File: src/rtl/ffba_pkg.sv
// Shared constants, codes and types of the first-fit block allocator.
// No dependencies; imported by every allocator module.
package ffba_pkg;

    // Map geometry
    localparam int NUM_BLOCKS = 4096;
    localparam int WORD_W     = 32;
    localparam int MAP_WORDS  = (NUM_BLOCKS + WORD_W - 1) / WORD_W;
    localparam int WADDR_W    = $clog2(MAP_WORDS);
    localparam int OFF_W      = $clog2(WORD_W);
    localparam int BIDX_W     = 12;
    localparam int CNT_W      = 13;
    localparam int STAT_W     = 2;

    localparam logic [WORD_W-1:0] WORD_ONES = '1;
    localparam logic [CNT_W-1:0]  MAX_TOTAL = CNT_W'(NUM_BLOCKS);

    // Request kinds
    localparam logic FUNC_ALLOC = 1'b0;
    localparam logic FUNC_FREE  = 1'b1;

    // Status codes
    localparam logic [STAT_W-1:0] ST_OK        = 2'd0;
    localparam logic [STAT_W-1:0] ST_ZERO_CNT  = 2'd1;
    localparam logic [STAT_W-1:0] ST_NO_ROOM   = 2'd2;
    localparam logic [STAT_W-1:0] ST_OUT_RANGE = 2'd3;

    // Register index (word address bit of paddr)
    localparam logic REG_TOTAL_BLOCKS = 1'b0;

    // Request handed from the top to the core
    typedef struct packed {
        logic              func;
        logic [CNT_W-1:0]  count;
        logic [BIDX_W-1:0] index;
    } t_req;

    // Result handed from the core to the top
    typedef struct packed {
        logic [STAT_W-1:0] status;
        logic [BIDX_W-1:0] start;
    } t_result;

    // Outcome of evaluating one map word
    typedef struct packed {
        logic             found;     // run of count free blocks ends in this word
        logic             from_run;  // the run started at the tracked run start
        logic [OFF_W-1:0] off;       // start offset of a run found inside the word
        logic             any_used;  // word holds a used (or masked) block
        logic [OFF_W-1:0] hi_used;   // highest used position in the word
    } t_eval;

endpackage

File: src/rtl/ffba_word_eval.sv
// Word evaluator: first-fit run search over one 32-bit map word.
// Depends on ffba_pkg; used by ffba_core once per scanned word.
module ffba_word_eval
    import ffba_pkg::*;
(
    input  logic [WORD_W-1:0] i_word,
    input  logic [OFF_W-1:0]  i_lo_off,
    input  logic [OFF_W-1:0]  i_hi_off,
    input  logic [CNT_W-1:0]  i_run,
    input  logic [CNT_W-1:0]  i_count,
    output t_eval             o_res
);

    logic [WORD_W-1:0] lo_valid;
    logic [WORD_W-1:0] hi_valid;
    logic [WORD_W-1:0] m;
    logic [WORD_W-1:0] a;
    logic              a_open;
    logic [WORD_W-1:0] g;
    logic [WORD_W-1:0] p [0:OFF_W];
    logic [OFF_W:0]    pre;
    logic [OFF_W-1:0]  hz;
    logic [OFF_W-1:0]  gl;
    logic [CNT_W:0]    run_sum;
    logic              found_a;

    // Free mask: blocks below the hint or at/after the total count as used
    always_comb begin
        lo_valid = WORD_ONES << i_lo_off;
        hi_valid = WORD_ONES >> (OFF_W'(WORD_W - 1) - i_hi_off);
        m        = ~i_word & lo_valid & hi_valid;
    end

    // p[b]: positions ending a free run of 2^b; a: positions ending a free run of count bits
    always_comb begin
        p[0] = m;
        for (int b = 1; b <= OFF_W; b++) begin
            p[b] = p[b-1] & (p[b-1] << (1 << (b - 1)));
        end
        a      = WORD_ONES;
        a_open = 1'b1;
        for (int b = 0; b <= OFF_W; b++) begin
            if (i_count[b]) begin
                // only the first piece of the run may begin at bit 0
                a      = a_open ? p[b] : (p[b] & (a << (1 << b)));
                a_open = 1'b0;
            end
        end
        g = (i_count <= CNT_W'(WORD_W)) ? a : '0;
    end

    // Priority encoders: trailing free bits, highest used bit, first run end
    always_comb begin
        pre = (OFF_W+1)'(WORD_W);
        for (int i = WORD_W - 1; i >= 0; i--) begin
            if (!m[i]) begin
                pre = (OFF_W+1)'(i);
            end
        end
        hz = '0;
        for (int i = 0; i < WORD_W; i++) begin
            if (!m[i]) begin
                hz = OFF_W'(i);
            end
        end
        gl = '0;
        for (int i = WORD_W - 1; i >= 0; i--) begin
            if (g[i]) begin
                gl = OFF_W'(i);
            end
        end
    end

    // A run carried in from earlier words wins over one inside the word
    always_comb begin
        run_sum        = {1'b0, i_run} + (CNT_W+1)'(pre);
        found_a        = run_sum >= {1'b0, i_count};
        o_res.found    = found_a | (|g);
        o_res.from_run = found_a;
        o_res.off      = gl - i_count[OFF_W-1:0] + OFF_W'(1);
        o_res.any_used = ~&m;
        o_res.hi_used  = hz;
    end

endmodule

File: src/rtl/ffba_core.sv
// Allocator core: used-bit map RAM, search hint and the scan/mark sequencer.
// Depends on ffba_pkg and ffba_word_eval.
module ffba_core
    import ffba_pkg::*;
(
    input  logic             i_clk,
    input  logic             i_rst_n,
    input  logic [CNT_W-1:0] i_total,
    input  logic             i_start,
    input  t_req             i_req,
    output logic             o_idle,
    output logic             o_res_valid,
    input  logic             i_res_ready,
    output t_result          o_res
);

    // Sequencer states
    localparam logic [2:0] S_CLR     = 3'd0;
    localparam logic [2:0] S_IDLE    = 3'd1;
    localparam logic [2:0] S_SCAN_RD = 3'd2;
    localparam logic [2:0] S_SCAN    = 3'd3;
    localparam logic [2:0] S_MK_RD   = 3'd4;
    localparam logic [2:0] S_MK_WR   = 3'd5;
    localparam logic [2:0] S_DONE    = 3'd6;

    logic [2:0]         r_state, n_state;
    logic [WADDR_W-1:0] r_clr, n_clr;
    logic [CNT_W-1:0]   r_hint, n_hint;
    logic               r_func, n_func;
    logic [CNT_W-1:0]   r_count, n_count;
    logic [WADDR_W-1:0] r_w, n_w;
    logic [CNT_W-1:0]   r_run, n_run;
    logic [CNT_W-1:0]   r_rstart, n_rstart;
    logic               r_first, n_first;
    logic [BIDX_W-1:0]  r_start, n_start;
    logic [CNT_W-1:0]   r_end, n_end;
    logic [STAT_W-1:0]  r_status, n_status;

    // Map RAM
    logic [WORD_W-1:0]  mem [0:MAP_WORDS-1];
    logic [WORD_W-1:0]  r_rdata;
    logic               we;
    logic [WADDR_W-1:0] waddr;
    logic [WORD_W-1:0]  wdata;
    logic [WADDR_W-1:0] raddr;

    always_ff @(posedge i_clk) begin
        if (we) begin
            mem[waddr] <= wdata;
        end
        r_rdata <= mem[raddr];
    end

    // Scan bounds
    logic [CNT_W-1:0]   total_m1;
    logic [WADDR_W-1:0] last_word;
    logic [CNT_W-1:0]   end_m1;
    logic [CNT_W:0]     free_end;

    assign total_m1  = i_total - CNT_W'(1);
    assign last_word = total_m1[BIDX_W-1:OFF_W];
    assign end_m1    = r_end - CNT_W'(1);
    assign free_end  = (CNT_W+1)'(i_req.index) + (CNT_W+1)'(i_req.count);

    // Shared word evaluator
    t_eval            ev;
    logic [OFF_W-1:0] ev_lo;
    logic [OFF_W-1:0] ev_hi;

    assign ev_lo = r_first ? r_hint[OFF_W-1:0] : '0;
    assign ev_hi = (r_w == last_word) ? total_m1[OFF_W-1:0] : OFF_W'(WORD_W - 1);

    ffba_word_eval u_eval (
        .i_word   (r_rdata),
        .i_lo_off (ev_lo),
        .i_hi_off (ev_hi),
        .i_run    (r_run),
        .i_count  (r_count),
        .o_res    (ev)
    );

    // Bit mask of the blocks in word r_w that the current range covers
    logic [OFF_W-1:0]  mk_lo;
    logic [OFF_W-1:0]  mk_hi;
    logic [WORD_W-1:0] mk_mask;
    logic [BIDX_W-1:0] found_start;

    always_comb begin
        mk_lo   = (r_w == r_start[BIDX_W-1:OFF_W]) ? r_start[OFF_W-1:0] : '0;
        mk_hi   = (r_w == end_m1[BIDX_W-1:OFF_W]) ? end_m1[OFF_W-1:0]
                                                 : OFF_W'(WORD_W - 1);
        mk_mask = (WORD_ONES << mk_lo) & (WORD_ONES >> (OFF_W'(WORD_W - 1) - mk_hi));
        found_start = ev.from_run ? r_rstart[BIDX_W-1:0] : {r_w, ev.off};
    end

    // Sequencer
    always_comb begin
        n_state  = r_state;
        n_clr    = r_clr;
        n_hint   = r_hint;
        n_func   = r_func;
        n_count  = r_count;
        n_w      = r_w;
        n_run    = r_run;
        n_rstart = r_rstart;
        n_first  = r_first;
        n_start  = r_start;
        n_end    = r_end;
        n_status = r_status;
        we       = 1'b0;
        waddr    = r_w;
        wdata    = r_rdata;
        raddr    = r_w;
        case (r_state)
            S_CLR: begin
                we    = 1'b1;
                waddr = r_clr;
                wdata = '0;
                n_clr = r_clr + WADDR_W'(1);
                if (r_clr == WADDR_W'(MAP_WORDS - 1)) begin
                    n_state = S_IDLE;
                end
            end
            S_IDLE: begin
                if (i_start) begin
                    n_func   = i_req.func;
                    n_count  = i_req.count;
                    n_status = ST_OK;
                    if (i_req.count == '0) begin
                        n_status = ST_ZERO_CNT;
                        n_state  = S_DONE;
                    end else if (i_req.func == FUNC_ALLOC) begin
                        if (r_hint >= i_total) begin
                            n_status = ST_NO_ROOM;
                            n_state  = S_DONE;
                        end else begin
                            n_w      = r_hint[BIDX_W-1:OFF_W];
                            n_first  = 1'b1;
                            n_run    = '0;
                            n_rstart = r_hint;
                            n_state  = S_SCAN_RD;
                        end
                    end else begin
                        if (free_end > (CNT_W+1)'(i_total)) begin
                            n_status = ST_OUT_RANGE;
                            n_state  = S_DONE;
                        end else begin
                            n_start = i_req.index;
                            n_end   = free_end[CNT_W-1:0];
                            if (CNT_W'(i_req.index) < r_hint) begin
                                n_hint = CNT_W'(i_req.index);
                            end
                            n_state = S_MK_RD;
                        end
                    end
                end
            end
            S_SCAN_RD: begin
                raddr   = r_w;
                n_state = S_SCAN;
            end
            S_SCAN: begin
                // evaluate word r_w while fetching the next one
                raddr = r_w + WADDR_W'(1);
                if (ev.found) begin
                    n_start = found_start;
                    n_end   = CNT_W'(found_start) + r_count;
                    if (r_count == CNT_W'(1)) begin
                        n_hint = CNT_W'(found_start) + CNT_W'(1);
                    end
                    n_state = S_MK_RD;
                end else if (r_w == last_word) begin
                    n_status = ST_NO_ROOM;
                    n_state  = S_DONE;
                end else begin
                    n_w     = r_w + WADDR_W'(1);
                    n_first = 1'b0;
                    if (ev.any_used) begin
                        n_run    = CNT_W'(OFF_W'(WORD_W - 1) - ev.hi_used);
                        n_rstart = CNT_W'({r_w, ev.hi_used}) + CNT_W'(1);
                    end else begin
                        n_run = r_run + CNT_W'(WORD_W);
                    end
                end
            end
            S_MK_RD: begin
                raddr   = r_start[BIDX_W-1:OFF_W];
                n_w     = r_start[BIDX_W-1:OFF_W];
                n_state = S_MK_WR;
            end
            S_MK_WR: begin
                // read-modify-write word r_w, fetch the next word
                we    = 1'b1;
                waddr = r_w;
                wdata = (r_func == FUNC_ALLOC) ? (r_rdata | mk_mask) : (r_rdata & ~mk_mask);
                raddr = r_w + WADDR_W'(1);
                if (r_w == end_m1[BIDX_W-1:OFF_W]) begin
                    n_state = S_DONE;
                end else begin
                    n_w = r_w + WADDR_W'(1);
                end
            end
            S_DONE: begin
                if (i_res_ready) begin
                    n_state = S_IDLE;
                end
            end
            default: begin
                n_state = S_IDLE;
            end
        endcase
    end

    always_ff @(posedge i_clk) begin
        if (!i_rst_n) begin
            r_state <= S_CLR;
            r_clr   <= '0;
            r_hint  <= '0;
        end else begin
            r_state <= n_state;
            r_clr   <= n_clr;
            r_hint  <= n_hint;
        end
    end

    // Working registers of the current transaction
    always_ff @(posedge i_clk) begin
        r_func   <= n_func;
        r_count  <= n_count;
        r_w      <= n_w;
        r_run    <= n_run;
        r_rstart <= n_rstart;
        r_first  <= n_first;
        r_start  <= n_start;
        r_end    <= n_end;
        r_status <= n_status;
    end

    assign o_idle       = (r_state == S_IDLE);
    assign o_res_valid  = (r_state == S_DONE);
    assign o_res.status = r_status;
    assign o_res.start  = (r_status == ST_OK && r_func == FUNC_ALLOC) ? r_start : '0;

endmodule

File: src/rtl/first_fit_block_allocator_top.sv
// First-fit block allocator: keeps one used bit per block (4096 blocks, held as
// 128 words of 32 bits in a single RAM) and a search hint below which every block
// is used. An allocate transaction scans the map from the hint for the first run of
// block_count free blocks, marks them used and returns the start block; a free
// transaction clears block_count blocks from block_index and lowers the hint.
// The map RAM delivers one word per cycle, and the scan and the marking both walk
// it at that pace. An allocate scans the words from the hint word up to the word
// where the run ends (at most 128 words) and then rewrites the words the run
// covers; an allocate that finds no room only scans; a free only rewrites the
// words its range covers; a zero count, an out-of-range free or an allocate with
// the hint at or past the total goes straight to the result. One transaction is
// in work at a time. After reset a clearing pass zeroes the map, during which no
// transaction is accepted (the APB port works throughout). total_blocks must be
// written by the user only while the block is idle; the block does not enforce it.
// Depends on ffba_pkg and ffba_core.
module first_fit_block_allocator_top
    import ffba_pkg::*;
(
    input  logic               i_clk,
    input  logic               i_rst_n,
    // APB configuration port
    input  logic               psel,
    input  logic               penable,
    input  logic               pwrite,
    input  logic [2:0]         paddr,
    input  logic [31:0]        pwdata,
    output logic [31:0]        prdata,
    output logic               pready,
    // Request channel
    input  logic               i_in_valid,
    output logic               o_in_ready,
    input  logic               i_func,
    input  logic [CNT_W-1:0]   i_block_count,
    input  logic [BIDX_W-1:0]  i_block_index,
    // Result channel
    output logic               o_out_valid,
    input  logic               i_out_ready,
    output logic [STAT_W-1:0]  o_status,
    output logic [BIDX_W-1:0]  o_start_block
);

    logic [CNT_W-1:0] r_total;
    logic [CNT_W-1:0] total_eff;
    logic             core_idle;
    logic             res_valid;
    logic             res_ready;
    t_req             req;
    t_result          res;
    logic             r_out_valid;
    t_result          r_out;

    // Configuration register
    assign pready = 1'b1;

    always_ff @(posedge i_clk) begin
        if (!i_rst_n) begin
            r_total <= MAX_TOTAL;
        end else if (psel && penable && pwrite && paddr[2] == REG_TOTAL_BLOCKS) begin
            r_total <= pwdata[CNT_W-1:0];
        end
    end

    assign prdata    = (paddr[2] == REG_TOTAL_BLOCKS) ? 32'(r_total) : '0;
    assign total_eff = (r_total > MAX_TOTAL) ? MAX_TOTAL : r_total;

    // Core
    assign o_in_ready = core_idle;
    assign req.func   = i_func;
    assign req.count  = i_block_count;
    assign req.index  = i_block_index;

    ffba_core u_core (
        .i_clk       (i_clk),
        .i_rst_n     (i_rst_n),
        .i_total     (total_eff),
        .i_start     (i_in_valid && core_idle),
        .i_req       (req),
        .o_idle      (core_idle),
        .o_res_valid (res_valid),
        .i_res_ready (res_ready),
        .o_res       (res)
    );

    // Output register
    assign res_ready = !r_out_valid || i_out_ready;

    always_ff @(posedge i_clk) begin
        if (!i_rst_n) begin
            r_out_valid <= 1'b0;
        end else if (res_valid && res_ready) begin
            r_out_valid <= 1'b1;
        end else if (i_out_ready) begin
            r_out_valid <= 1'b0;
        end
    end

    always_ff @(posedge i_clk) begin
        if (res_valid && res_ready) begin
            r_out <= res;
        end
    end

    assign o_out_valid   = r_out_valid;
    assign o_status      = r_out.status;
    assign o_start_block = r_out.start;

endmodule

File: config.mk
export PLATFORM = sky130hd
export DESIGN_NAME = first_fit_block_allocator_top
export DESIGN_NICKNAME = d
export VERILOG_FILES = /design/src/rtl/ffba_pkg.sv /design/src/rtl/ffba_word_eval.sv /design/src/rtl/ffba_core.sv /design/src/rtl/first_fit_block_allocator_top.sv
export SDC_FILE = /design/constraint.sdc
export NUM_CORES = 2
export LEC_CHECK = 0
export ABC_AREA = 1
export BUFFER_PORTS_ARGS = -buffer_cell sky130_fd_sc_hd__buf_2
export CORE_ASPECT_RATIO = 0.8
export CORE_MARGIN = 1.5
export CORE_UTILIZATION = 38
export DETAILED_ROUTE_END_ITERATION = 8
export GPL_TIMING_DRIVEN = 1
export SYNTH_ARGS = -nofsm -noshare
export SYNTH_HDL_FRONTEND = slang
export SYNTH_SLANG_ARGS = --single-unit
File: constraint.sdc
create_clock -name i_clk -period 19.1 [get_ports i_clk]
set_input_delay 1.91 -clock i_clk [delete_from_list [all_inputs] [get_ports i_clk]]
set_output_delay 1.91 -clock i_clk [all_outputs]
set_load 0.03 [all_outputs]
Word level (Yosys, flattened, before mapping)
Memory sizes are Yosys's and may differ from the RTL's. A register that Yosys moved wholly into a read port is not among the register bits.
Index checks and enable logic that the tools add are counted.
{"block": "word_totals", "in_bits": 68, "reg_bits": 124, "mem_bits_rw": 4096, "elab_cells": 314, "output_inout_bits": 49, "mem_count": 1}
{"memory": "u_core.mem", "depth": 128, "width": 32, "rd": 1, "rd_ports_with_merged_regs": 1, "wr": 1, "line": "ffba_core.sv:40", "text": "logic [WORD_W-1:0] mem [0:MAP_WORDS-1];"}
{"block": "op_classes", "n_shift": 4, "bitwise": 19, "n_mux": 198, "n_eq_ne": 29, "n_lt_le_gt_ge": 6, "addsub": 15, "n_reduce_logical": 26}
{"op": "$and 32x32->32", "count": 13}
{"op": "$mux 32", "count": 13}
{"op": "$mux 5", "count": 66}
{"op": "$mux 12", "count": 18}
{"op": "$mux 13", "count": 16}
{"op": "$mux 6", "count": 32}
{"op": "$pmux 12 s2", "count": 3}
{"op": "$not 32->32", "count": 2}
{"op": "$pmux 32 s2", "count": 1}
{"op": "$shl 32x5->32 const A", "count": 2}
{"op": "$shr 32x5->32 const A", "count": 2}
{"op": "$mux 7", "count": 8}
{"op": "$pmux 13 s2", "count": 2}
{"op": "$or 32x32->32", "count": 1}
{"op": "$reduce_and 32->1", "count": 1}
{"op": "$reduce_or 32->1", "count": 1}
{"op": "$pmux 7 s4", "count": 1}
{"op": "$mux 3", "count": 9}
{"op": "$reduce_and 8->1", "count": 3}
{"op": "$sub 12x1->12 const B", "count": 2}
{"op": "$eq 7x7->1", "count": 3}
{"op": "$pmux 3 s7", "count": 1}
{"op": "$ne 2x2->1 const B", "count": 9}
{"op": "$mux 1", "count": 17}
{"op": "44 further kinds", "count": 71}

Longest topological paths before layout
{"block": "depth", "ltp_word": 62, "depth_mapped": 89, "ltp_nobuf": 87}

By module
Synthesis repeated with hierarchy kept, for this count alone.
{"block": "unflattened", "cells_unflattened": 16115, "area_unflattened_um2": 182976.7}
{"module": "ffba_core", "seq_area_each_um2": 126291.1, "n_inst": 1, "cells_per_inst": 14960, "area_each_um2": 176535.6}
{"module": "ffba_word_eval", "seq_area_each_um2": 0.0, "n_inst": 1, "cells_per_inst": 1000, "area_each_um2": 5061.1}
{"module": "first_fit_block_allocator_top", "seq_area_each_um2": 700.7, "n_inst": 1, "cells_per_inst": 155, "area_each_um2": 1380.1}

Worst setup path after synthesis
Ideal clock, no wire load.
{"block": "synth_path", "path_type": "reg-to-reg", "from": "register r_total[4]", "to": "register u_core.r_end[11] (data pin)", "setup_ns": 0.261, "required_time_ns": 18.839, "slack_ns": 9.942, "period_less_slack_ns": 9.158, "t_arrival_ns": 8.897, "path_stages_with_launch": 74, "n_path_buf": 4, "cell_sequence": "dfxtp_1 buf_6 nor2_1 nand2_1 nor2_2 nand2_2 nand2_4 buf_8 nand2_1 ha_1 inv_1 nor2_1 inv_1 nor2_2 nand3_1 o21bai_1 nand2_2 nor2_4 (+38 left out) ha_1 a21oi_1 inv_1 a31oi_1 nor2_1 inv_1 o21ai_0 inv_1 o21ai_0 nand3_1 nand2_1 nand2_1 inv_1 o21ai_0 nand2_1 xor2_1 nor3_1 a221o_1"}
{"block": "synth_via", "elab_chain_cells": 61, "word_cells_on_any_way": 101, "cone_classes": "add/sub: 6; order compare: 2; eq/ne: 1; shift: 1; mux: 81; bitwise: 10"}
{"element": "start: declaration", "line": "first_fit_block_allocator_top.sv:42", "text": "logic [CNT_W-1:0] r_total;"}
{"element": "start signal: assignment", "line": "first_fit_block_allocator_top.sv:59", "text": "r_total <= pwdata[CNT_W-1:0];"}
{"element": "$gt 13x13->1", "line": "first_fit_block_allocator_top.sv:64", "text": "assign total_eff = (r_total > MAX_TOTAL) ? MAX_TOTAL : r_total;"}
{"element": "$mux 13 *", "line": "first_fit_block_allocator_top.sv:64"}
{"element": "$sub 12x1->12 *", "line": "ffba_core.sv:60", "text": "assign total_m1 = i_total - CNT_W'(1);"}
{"element": "$eq 7x7->1", "line": "ffba_core.sv:71", "text": "assign ev_hi = (r_w == last_word) ? total_m1[OFF_W-1:0] : OFF_W'(WORD_W - 1);"}
{"element": "$mux 5 *", "line": "ffba_core.sv:71"}
{"element": "$sub 5x5->5 *", "line": "ffba_word_eval.sv:30", "text": "hi_valid = WORD_ONES >> (OFF_W'(WORD_W - 1) - i_hi_off);"}
{"element": "$shr 32x5->32 *", "line": "ffba_word_eval.sv:30"}
{"element": "$and 32x32->32 *", "line": "ffba_word_eval.sv:31", "text": "m = ~i_word & lo_valid & hi_valid;"}
{"element": "(+15 left out)"}
{"element": "$mux 5 (32 in a row)", "line": "ffba_word_eval.sv:68", "text": "if (g[i]) begin"}
{"element": "$sub 5x5->5", "line": "ffba_word_eval.sv:80", "text": "o_res.off = gl - i_count[OFF_W-1:0] + OFF_W'(1);"}
{"element": "$add 5x1->5", "line": "ffba_word_eval.sv:80"}
{"element": "$mux 12 *", "line": "ffba_core.sv:93", "text": "found_start = ev.from_run ? r_rstart[BIDX_W-1:0] : {r_w, ev.off};"}
{"element": "$add 12x12->12 *", "line": "ffba_core.sv:167", "text": "n_end = CNT_W'(found_start) + r_count;"}
{"element": "$mux 12 *", "line": "ffba_core.sv:165", "text": "if (ev.found) begin"}
{"element": "$pmux 12 s2 *", "line": "ffba_core.sv:114", "text": "case (r_state)"}
{"element": "named net u_core.n_end[11]", "line": "ffba_core.sv:36", "text": "logic [CNT_W-1:0] r_end, n_end;"}
{"element": "end signal: assignment", "line": "ffba_core.sv:235", "text": "r_end <= n_end;"}
{"element": "end: declaration", "line": "ffba_core.sv:36"}
Mark *: on every way through the listed nets, which the timed path passes. The rest lies on a longest branch. The select of a mux whose other input is x is not followed.
A chain may end at the register's enable or synchronous reset.

Final worst setup path
Same ends and word-level chain as after synthesis.

==> impl_metrics.py <==
metrics = {
    "power_and_ir_drop": {
        "internal_power_uw": 14600,
        "power.leakage_uw": 0.0682,
        "comb_power_share_pct": 1.1,
        "switching_share_pct": 20.6,
        "power_uw": 18400,
        "ir_worst_vdd_mv": 0.0784,
        "power_per_cell_area_nw_per_um2": 90.8,
        "p_switching_uw": 3770,
        "clkPwrFrac_pct": 43.7,
        "seq_power_share_pct": 55.1,
    },
    "setup_path": {
        "crit_type": "reg2reg",
        "r2r_start": "r_total[4]",
        "cp.required_ps": 19830,
        "rr_endpoint": "u_core.r_end[11]",
        "startpoint_type": "register",
        "end_kind": "register",
        "r2r_setup_slack_ps": 6600,
        "cp.arrival_ps": 13230,
        "path_common_cell": "nand2_1",
        "endpoint": "u_core.r_end[11]",
        "max_stage_delay_ps": 740,
        "crit_path_start": "r_total[4]",
        "critPathMaxFanout": 15,
        "r2r_cells": 67,
        "critPathSlowestCell": "o21ai_0",
    },
    "final_layout": {
        "layout.nets": 14382,
        "drive_gt1_share_pct": 16.1,
        "area_growth_pct": 12.2,
        "final_common_cell": "edfxtp_1",
        "final_core_util_pct": 42.9,
        "layout_common_cells": "4,183 x edfxtp_1, 2,998 x nor2_1, 1,048 x o211ai_1",
    },
    "global_route": {
        "grtUsageMet3_pct": 5.33,
        "grt_util_met2_pct": 32.3,
        "grt_max_degree": 169,
        "grt_pass1_wl_mm": 797,
        "antenna_found_initial": 46,
        "top_usage_layer": "met1",
        "gr-total-overflow": 0,
        "grt_usage_pct": 22.6,
        "grt_pass1_vias": 110279,
        "met1_usage_pct": 34.2,
    },
    "route": {
        "wl_per_cell_microns": 26.9,
        "vias": 119329,
        "firstDrtPassIters": 6,
        "vias_per_cell": 5.74,
        "drtIter0Drc": 15789,
        "drc": 0,
        "ant_nets": 0,
        "routed_wl_mm": 558,
    },
    "logic_synthesis": {
        "yosys.area_share.adder_pct": 0.705,
        "synth_top_family_by_area": "compound AO/OA/AOI/OAI gates",
        "ys_types": 81,
        "ys_seq_area_share_pct": 70.5,
        "synth_compound_area_share_pct": 13.0,
        "ys_async_sr_fraction_pct": 0,
        "synthFlopType": "edfxtp_1",
        "synth_area_sq_um": 180000,
        "synth-xor-area-share_pct": 0.302,
        "yosysWarnings": 0,
        "synth_seq_cells": 4252,
        "synth-simple-area-share_pct": 12.6,
        "synth_area_per_cell_sq_um": 12.5,
        "muxShareOfSynthArea_pct": 0.00556,
        "synth_edf_count": 4183,
        "syn-instance-count": 14349,
    },
    "clocking": {
        "htreeDepth": 5,
        "worst_skew_pair.late_latency_ps": 1060,
        "cts_hold_buf": 0,
        "cts_made_buffers": 410,
        "cts.sinks": 4252,
        "cts_resized": 0,
        "post_cts_buffers": 0,
        "cts_tree": "yes",
        "clk_pin_slew_worst_paths_ps": 70,
        "clock-root-buffer": "clkbuf_16",
        "cts_buffer_depth": 4,
    },
    "placed_design": {
        "gp_congestion": 0.896,
        "dp_worst_setup_slack_ps": 6760,
        "io_buffers": 75,
        "post-dp-hpwl_mm": 310,
    },
    "run": {
        "drv_cap": 1,
    },
    "timing": {
        "setup_viol": 0,
        "final.period_utilization_pct": 65.4,
        "worst_slack_ps": 6600,
        "finalCriticalPeriod_ps": 12500,
        "final_max_slew_viol_count": 1,
        "hold_viol": 0,
        "worst_pin_slew_ps": 1500,
        "max_freq_mhz": 80.0,
        "slew_headroom_pct": -0.200,
        "skew_ps": 84.7,
        "fin_hold_ws_ps": 457,
        "rsz0062_at_grt": "false",
        "setup_tns_ps": 0,
    },
    "floorplan": {
        "initial_core_util_pct": 38.2,
        "rows": 225,
        "die_area_sq_um": 478000,
        "fp.dieH_microns": 619,
        "core_area_sq_um": 471000,
        "die_width_microns": 773,
        "io_pins": 117,
    },
    "hold_path": {
        "hp-class": "reg2reg",
    },
    "run_status": {
        "violations": "capacitance limit, slew limit",
        "outcome": "finished with violations",
    },
}
power groups by stage:
stage | Combinational [uW] | Sequential [uW] | Clock [uW]
final | 208 | 10100 | 8030
after global routing | 218 | 10100 | 8450
after CTS | 202 | 10100 | 8110
after detailed placement | 201 | 10300 | 0
after global placement | 200 | 10300 | 0
after floorplan | 109 | 10300 | 0
stage by stage:
step | area (sq um) | cells
after detailed placement | 189000 | 20045
after global placement | 189000 | 20045
after CTS | 202000 | 20781
after global routing | 202000 | 20782
final | 202000 | 20799
after floorplan | 180000 | 14367
area by class of cell:
cell class              count  area (sq um)
diodes                     18          45.0
multi-input cells        8785         49600
repair buffers            432          3360
flip-flops and latches   4252        127000
inverters                 334          1280
well taps                6242          7810
clock buffers             505         10700
fillers                 42872        269000
clock inverters           231          2250
worst min path at each step:
stage             endpoint          startpoint  cells past startpoint
6_report       o_status[0]  u_core.r_status[0]                      0
5_1_grt        o_status[0]  u_core.r_status[0]                      0
4_1_cts        o_status[0]  u_core.r_status[0]                      0
3_5_place_dp   o_status[0]  u_core.r_status[0]                      0
3_3_place_gp   o_status[0]  u_core.r_status[0]                      0
2_1_floorplan  o_status[1]  u_core.r_status[1]                      0
layer usage:
layer  vias to the layer above  wire length (microns)  part of all wire [%]
met5                         -                    110                 0.020
met4                        18                  17800                   3.2
met3                       808                  62100                    11
met2                      5669                 233000                    42
met1                     60047                 246000                    44
li1                      52787                      -                     -
state kept, by name (all words and copies together), names as in the netlist:
signal           cells
o_out_valid          1
o_start_block       12
u_core.r_clr         7
u_core.r_count      13
u_core.r_end        12
r_total             13
u_core.r_state       3
u_core.r_status      2
u_core.mem        4096
u_core.r_func        1
u_core.r_rstart     12
u_core.r_first       1
o_status             2
u_core.r_start      12
u_core.r_hint       13
u_core.r_run        13
u_core.r_rdata      32
u_core.r_w           7
cell usage after synthesis, types with 5 or more instances:
| master | number | share of area (%) |
|---|---|---|
| xnor2_1 | 17 | 0.083 |
| a21oi_1 | 163 | 0.45 |
| nor2_2 | 16 | 0.056 |
| nand4_1 | 21 | 0.073 |
| a211oi_1 | 9 | 0.038 |
| buf_1 | 23 | 0.048 |
| clkbuf_1 | 936 | 2.0 |
| o21ai_0 | 750 | 2.1 |
| nand3_2 | 9 | 0.050 |
| nand3_1 | 128 | 0.36 |
| nand2_2 | 25 | 0.087 |
| o211ai_1 | 1048 | 4.4 |
| o21bai_1 | 11 | 0.046 |
| nor2_4 | 12 | 0.075 |
| buf_4 | 21 | 0.088 |
| nor3_1 | 50 | 0.14 |
| o21ai_2 | 7 | 0.034 |
| edfxtp_1 | 4183 | 70 |
| o21a_1 | 5 | 0.021 |
| nand2_1 | 671 | 1.4 |
| nor2_1 | 3127 | 6.5 |
| dfxtp_1 | 69 | 0.77 |
| o32ai_1 | 58 | 0.28 |
| o22ai_1 | 272 | 0.95 |
| a22oi_1 | 5 | 0.021 |
| o31ai_1 | 1043 | 4.3 |
| inv_2 | 21 | 0.044 |
| buf_2 | 11 | 0.031 |
| ha_1 | 95 | 0.66 |
| xor2_1 | 45 | 0.22 |
| nor4_1 | 14 | 0.049 |
| inv_1 | 301 | 0.63 |
| clkinv_1 | 11 | 0.023 |
| or2_2 | 1037 | 3.6 |
| nand2_4 | 5 | 0.031 |
| o21ai_1 | 24 | 0.067 |
| a31oi_1 | 26 | 0.090 |
kinds of logic after synthesis:
kind of cell    count (synthesis)
other cells                     2
flops                        4252
compound gates               3460
mux                             1
fa+ha+maj                      99
buf+inv                      1330
simple gates                 5143
xor+xnor                       62
worst max-delay path, delay by kind of cell (launching register included):
| family | cells | cell delay, ps |
|---|---|---|
| adder cells (fa/ha/maj) | 5 | 1530 |
| XOR/XNOR | 1 | 210 |
| buffers and inverters | 6 | 440 |
| flip-flops | 1 | 500 |
| AND/OR/NAND/NOR | 25 | 3940 |
| AO/OA/AOI/OAI | 30 | 5500 |
(Power assumes the default switching activity.)
